<file path="config.mk">
export PLATFORM = sky130hd
export DESIGN_NAME = ddo_ctrl
export DESIGN_NICKNAME = d
export VERILOG_FILES = /design/src/sv/ddo_pkg.sv /design/src/sv/ddo_ctrl.sv
export SDC_FILE = /design/constraint.sdc
export NUM_CORES = 1
export LEC_CHECK = 0
export BUFFER_PORTS_ARGS = -buffer_cell sky130_fd_sc_hd__clkbuf_2
export CORE_AREA = 4 4 41 43
export CTS_CLUSTER_SIZE = 10
export DETAILED_ROUTE_END_ITERATION = 6
export DIE_AREA = 0 0 45 47
export SLEW_MARGIN = 25
export SYNTH_ARGS = -nofsm -noshare
export SYNTH_HDL_FRONTEND = slang
export SYNTH_SLANG_ARGS = --single-unit
</file>
<file path="constraint.sdc">
create_clock -name clk_i -period 1.4 [get_ports clk_i]
set_input_delay 0.14 -clock clk_i [delete_from_list [all_inputs] [get_ports clk_i]]
set_output_delay 0.14 -clock clk_i [all_outputs]
set_load 0.005 [all_outputs]
</file>
<file path="src/sv/ddo_pkg.sv">
`timescale 1ns / 1ps

package ddo_pkg;

  localparam int CORDIC_STAGES_DEF = 16;
  localparam int ANGLE_BITS_DEF    = 16;
  localparam int TABLE_LEN         = 24;

  localparam logic [31:0] ATAN_TAB [TABLE_LEN] = '{
    32'd536870912, 32'd316933406, 32'd167458907, 32'd85004756, 32'd42667331,
    32'd21354465, 32'd10679838, 32'd5340245, 32'd2670163, 32'd1335087,
    32'd667544, 32'd333772, 32'd166886, 32'd83443, 32'd41722, 32'd20861,
    32'd10430, 32'd5215, 32'd2608, 32'd1304, 32'd652, 32'd326, 32'd163, 32'd81
  };

  localparam logic [29:0] GAIN_Q30 = 30'd652032874;
  localparam logic [30:0] PI_Q29   = 31'd1686629713;

  localparam logic [2:0] CFG_RIGHT_DPT = 3'd0;
  localparam logic [2:0] CFG_LEFT_DPT  = 3'd1;
  localparam logic [2:0] CFG_ANGLE_PM  = 3'd2;
  localparam logic [2:0] CFG_SLIP      = 3'd3;
  localparam logic [2:0] CFG_RATE      = 3'd4;
  localparam logic [2:0] CFG_REVERSE   = 3'd5;

  localparam logic [31:0] RIGHT_DPT_RST = 32'd158000;
  localparam logic [31:0] LEFT_DPT_RST  = 32'd158000;
  localparam logic [31:0] ANGLE_PM_RST  = 32'd2908700000;
  localparam logic [15:0] SLIP_RST      = 16'd0;
  localparam logic [9:0]  RATE_RST      = 10'd100;

  typedef struct packed {
    logic               func;
    logic signed [15:0] delta_right;
    logic signed [15:0] delta_left;
    logic signed [31:0] load_x;
    logic signed [31:0] load_y;
    logic signed [15:0] load_heading;
  } in_t;

  typedef struct packed {
    logic signed [31:0] pos_x;
    logic signed [31:0] pos_y;
    logic signed [15:0] heading;
    logic signed [15:0] motion_heading;
    logic signed [31:0] linear_speed;
    logic signed [31:0] rotation_speed;
  } out_t;

  typedef enum logic [4:0] {
    S_IDLE, S_MR, S_ML, S_SUM, S_MA1, S_MA0, S_MAG, S_X0, S_C1, S_C2, S_C3,
    S_C4, S_CORD, S_DXY, S_DVX, S_DVY, S_UPD, S_FIN
  } state_e;

  typedef enum logic [4:0] {
    OP_NONE, OP_LOAD, OP_CAPT, OP_MR, OP_ML, OP_SUM, OP_MA1, OP_MA0, OP_MAG,
    OP_X0, OP_C1, OP_C2, OP_C3, OP_C4, OP_CORD, OP_DXY, OP_DVX, OP_DVY,
    OP_UPD, OP_FIN
  } op_e;

  typedef struct packed {
    op_e op;
  } cmd_t;

  typedef struct packed {
    logic in_load;
    logic cord_last;
    logic out_free;
  } status_t;

endpackage

</file>
<file path="src/sv/ddo_ctrl.sv">
`timescale 1ns / 1ps

module ddo_ctrl (
  input  logic              clk_i,
  input  logic              rst_ni,
  input  logic              in_valid_i,
  input  ddo_pkg::status_t  sts_i,
  output logic              in_ready_o,
  output ddo_pkg::cmd_t     cmd_o
);

  ddo_pkg::state_e state_q, state_d;

  always_ff @(posedge clk_i or negedge rst_ni) begin
    if (!rst_ni) begin
      state_q <= ddo_pkg::S_IDLE;
    end else begin
      state_q <= state_d;
    end
  end

  always_comb begin
    state_d = state_q;
    case (state_q)
      ddo_pkg::S_IDLE: begin
        if (in_valid_i) state_d = sts_i.in_load ? ddo_pkg::S_FIN : ddo_pkg::S_MR;
      end
      ddo_pkg::S_MR:  state_d = ddo_pkg::S_ML;
      ddo_pkg::S_ML:  state_d = ddo_pkg::S_SUM;
      ddo_pkg::S_SUM: state_d = ddo_pkg::S_MA1;
      ddo_pkg::S_MA1: state_d = ddo_pkg::S_MA0;
      ddo_pkg::S_MA0: state_d = ddo_pkg::S_MAG;
      ddo_pkg::S_MAG: state_d = ddo_pkg::S_X0;
      ddo_pkg::S_X0:  state_d = ddo_pkg::S_C1;
      ddo_pkg::S_C1:  state_d = ddo_pkg::S_C2;
      ddo_pkg::S_C2:  state_d = ddo_pkg::S_C3;
      ddo_pkg::S_C3:  state_d = ddo_pkg::S_C4;
      ddo_pkg::S_C4:  state_d = ddo_pkg::S_CORD;
      ddo_pkg::S_CORD: begin
        if (sts_i.cord_last) state_d = ddo_pkg::S_DXY;
      end
      ddo_pkg::S_DXY: state_d = ddo_pkg::S_DVX;
      ddo_pkg::S_DVX: state_d = ddo_pkg::S_DVY;
      ddo_pkg::S_DVY: state_d = ddo_pkg::S_UPD;
      ddo_pkg::S_UPD: state_d = ddo_pkg::S_FIN;
      ddo_pkg::S_FIN: begin
        if (sts_i.out_free) state_d = ddo_pkg::S_IDLE;
      end
      default: state_d = ddo_pkg::S_IDLE;
    endcase
  end

  always_comb begin
    in_ready_o = 1'b0;
    cmd_o.op   = ddo_pkg::OP_NONE;
    case (state_q)
      ddo_pkg::S_IDLE: begin
        in_ready_o = 1'b1;
        if (in_valid_i) cmd_o.op = sts_i.in_load ? ddo_pkg::OP_LOAD : ddo_pkg::OP_CAPT;
      end
      ddo_pkg::S_MR:   cmd_o.op = ddo_pkg::OP_MR;
      ddo_pkg::S_ML:   cmd_o.op = ddo_pkg::OP_ML;
      ddo_pkg::S_SUM:  cmd_o.op = ddo_pkg::OP_SUM;
      ddo_pkg::S_MA1:  cmd_o.op = ddo_pkg::OP_MA1;
      ddo_pkg::S_MA0:  cmd_o.op = ddo_pkg::OP_MA0;
      ddo_pkg::S_MAG:  cmd_o.op = ddo_pkg::OP_MAG;
      ddo_pkg::S_X0:   cmd_o.op = ddo_pkg::OP_X0;
      ddo_pkg::S_C1:   cmd_o.op = ddo_pkg::OP_C1;
      ddo_pkg::S_C2:   cmd_o.op = ddo_pkg::OP_C2;
      ddo_pkg::S_C3:   cmd_o.op = ddo_pkg::OP_C3;
      ddo_pkg::S_C4:   cmd_o.op = ddo_pkg::OP_C4;
      ddo_pkg::S_CORD: cmd_o.op = ddo_pkg::OP_CORD;
      ddo_pkg::S_DXY:  cmd_o.op = ddo_pkg::OP_DXY;
      ddo_pkg::S_DVX:  cmd_o.op = ddo_pkg::OP_DVX;
      ddo_pkg::S_DVY:  cmd_o.op = ddo_pkg::OP_DVY;
      ddo_pkg::S_UPD:  cmd_o.op = ddo_pkg::OP_UPD;
      ddo_pkg::S_FIN: begin
        if (sts_i.out_free) cmd_o.op = ddo_pkg::OP_FIN;
      end
      default: cmd_o.op = ddo_pkg::OP_NONE;
    endcase
  end

endmodule

</file>
==> results.cfg <==
[logic_synthesis]
synthCells = 51
ys_types = 27
synth-seq-cells = 5
ys_seq_area_share_pct = 29.0
synth_area_per_cell_sq_um = 8.46
yosys_warnings = 0
synth_fp_nets = 57
netlist_area_sq_um = 432

[global_routing]
grt_use_met2_pct = 16.1
groute.layer.met3.usage_pct = 2.30
grt_pass1_wl_microns = 1530
grt-busiest-layer = met2
grt_util_all_layers_pct = 10.2
grt_antenna_before_repair = 0
grt_pass1_vias = 371
grt_util_met1_pct = 12.4
grt_max_degree = 16
gr-total-overflow = 0

[setup_path]
r2r_start = state_q[2]
cp-end-kind = primary output
r2r_setup_slack_ns = -0.03
crit_path_start_kind = flop
required_ns = 1.26
reg2reg_to = state_q[4]
crit_type = flop to primary output
critPathMaxFanout = 5
worstPathArrival_ns = 1.30
r2r_cells = 4

[run_status]
status = finished with violations
violations = setup timing

[detailed_routing]
antenna_left = 0
routedWlPerCell_microns = 11.1
post-route-drc-count = 0
vias = 423
avgViaCountPerCell = 4.70
drt_iter0_markers = 4
drtPass1Iterations = 4
routed_wl_microns = 1000

[clock_tree]
h-tree-depth = 1
cts_root_buf = clkbuf_4
cts_buffers = 3
cts_sinks = 5
cts.clk_slew.worst_paths_ns = 0.04
insertion_delay_ns = 0.24
clock_path_buffers = 2
cts_tree = done

[finish]
largest_reg_flops = 5
top_register = state_q
nNetsFinal = 82
area_delta_synth_final_pct = 47.5
final_area_sq_um = 637
top_regs = state_q x5
n_antenna_cell = 0
drive_gt1_share_pct = 56.0

[flow_run]
maxCapViolCount = 0

[floorplan]
fp-row-count = 13
die_h_microns = 47
io_pins = 12
die_w_microns = 45
initial_utilization_pct = 33.2
dieArea_sq_um = 2120
core_sq_um = 1300

[timing]
worst_slack_ns = -0.0422
rsz0062_at_grt = yes
finalSetupTns_ns = -0.104
skew_ns = 0.00326
drv_slew = 0
fin_crit_sh_pct = 103
finalHoldViolations = 0
period_needed_ns = 1.44
worstMarginPinSlew_ns = 0.264
finalSetupViolations = 4
fmax_mhz = 693
relSlewSlack_pct = 82.4

[placement]
hpwlAfterDp_microns = 722
place_area_sq_um = 513
io_buffers = 11
gp_congestion = 0.739

[pwr]
p_comb_share_pct = 66.0
p_per_area_nw_per_um2 = 2580
internal_power_w = 0.000970
ir_drop_uv = 1100
sw_frac_of_total_pct = 40.9
switching_power_w = 0.000670
p_clk_share_pct = 9.9
seqPwrFrac_pct = 24.1
leakagePower_nw = 0.287

[worst_hold_path]
hold_class = primary input to asynchronous set/reset pin
[routing by layer]
| metal | part of all wire, % | vias to the layer above |
|---|---|---|
| met1 | 44 | 188 |
| met3 | 4.0 | 0 |
| met5 | 0 | - |
| met2 | 52 | 6 |
| met4 | 0 | 0 |
| li1 | - | 229 |
[power by group through the flow]
stage / Combinational, W / Sequential, W / Clock, W
floorplan: 0.000699 / 0.000256 / 0
global placement: 0.000859 / 0.000359 / 0
detailed placement: 0.000864 / 0.000357 / 0
CTS: 0.00104 / 0.000402 / 0.000173
global route: 0.00119 / 0.000408 / 0.000180
finish: 0.00108 / 0.000395 / 0.000163
[Yosys cell counts (all sizes together)]
library cell | instances | share of area [%]
nor2 | 8 | 7.0
buf | 5 | 9.6
dfrtp | 5 | 29
nor3 | 4 | 5.8
nand2 | 3 | 2.6
o21ai | 3 | 3.5
xor2 | 3 | 6.1
nand3 | 2 | 2.3
nor2b | 2 | 2.9
xnor2 | 2 | 4.1
a221oi | 1 | 2.0
a22o | 1 | 2.0
a311oi | 1 | 2.0
a31oi | 1 | 1.5
a32o | 1 | 2.3
clkbuf | 1 | 0.87
inv | 1 | 0.87
mux2 | 1 | 2.6
mux2i | 1 | 2.3
nand2b | 1 | 1.5
nand4b | 1 | 2.0
nor3b | 1 | 1.7
o22ai | 1 | 2.9
or4 | 1 | 2.6
[layout make-up]
class | instances | area (sq um)
Clock buffer | 4 | 26.3
Sequential cell | 5 | 131
Tap cell | 15 | 18.8
Multi-Input combinational cell | 39 | 287
Timing Repair Buffer | 26 | 170
Inverter | 1 | 3.75
Fill cell | 137 | 664
[cell families (layout without fill, tap and decap cells)]
group / Yosys count / in the layout / share of synthesized area (%)
compound gates: 9 / 9 / 16.2
buf+inv: 7 / 31 / 11.3
flops: 5 / 5 / 29.0
simple gates: 23 / 23 / 28.4
mux: 2 / 2 / 4.93
xor+xnor: 5 / 5 / 10.1
[layout by cell type, fill, tap and decap left out, types with 2 or more instances in the layout]
cell / Yosys / routed
dfrtp_2: 0 / 5
clkbuf_4: 0 / 3
nor2b_1: 2 / 2
clkbuf_2: 0 / 8
xnor2_1: 2 / 2
nor3_1: 3 / 3
buf_2: 3 / 3
nand2_1: 3 / 3
xor2_1: 3 / 3
nand3_1: 2 / 2
o21ai_1: 0 / 2
nor2_1: 8 / 7
buf_4: 0 / 14
[stage by stage]
| step | worst slack [ns] | hold slack (ns) | util [%] | std cells | power [W] |
|---|---|---|---|---|---|
| final | -0.0422 | 0.254 | 48.9 | 90 | 0.00164 |
| after global routing | -0.142 | 0.265 | 48.9 | 90 | 0.00178 |
| after CTS | -0.0642 | 0.243 | 47.7 | 88 | 0.00161 |
| after detailed placement | 0.0651 | -0.0351 | 39.4 | 78 | 0.00122 |
| after global placement | 0.0938 | -0.0399 | 39.4 | 78 | 0.00122 |
| after floorplan | 0.118 | -0.156 | - | 51 | 0.000955 |
[worst max path at each step]
stage | startpoint | end | slack (ns) | cells after the start
floorplan | state_q[2] | state_q[4] | 0.12 | 4
global placement | state_q[2] | cmd_o[1] | 0.09 | 4
detailed placement | state_q[2] | cmd_o[1] | 0.07 | 4
CTS | state_q[3] | cmd_o[0] | -0.06 | 4
global route | state_q[1] | cmd_o[0] | -0.14 | 4
finish | state_q[1] | cmd_o[0] | -0.04 | 4
[worst max-delay path: stages (launching register included)]
cell	delay, ns
dfrtp_2	0.44
nor3_4	0.27
a31oi_1	0.11
o21ai_1	0.12
buf_2	0.12
[repair_timing]
item	4_1_cts	5_1_grt
pin swaps	4	2
hold endpoints to repair	5	0
buffers inserted	5	2
resized for setup	13	5
hold buffers	1	0
setup endpoints to repair	5	6
(Power assumes the default switching activity.)
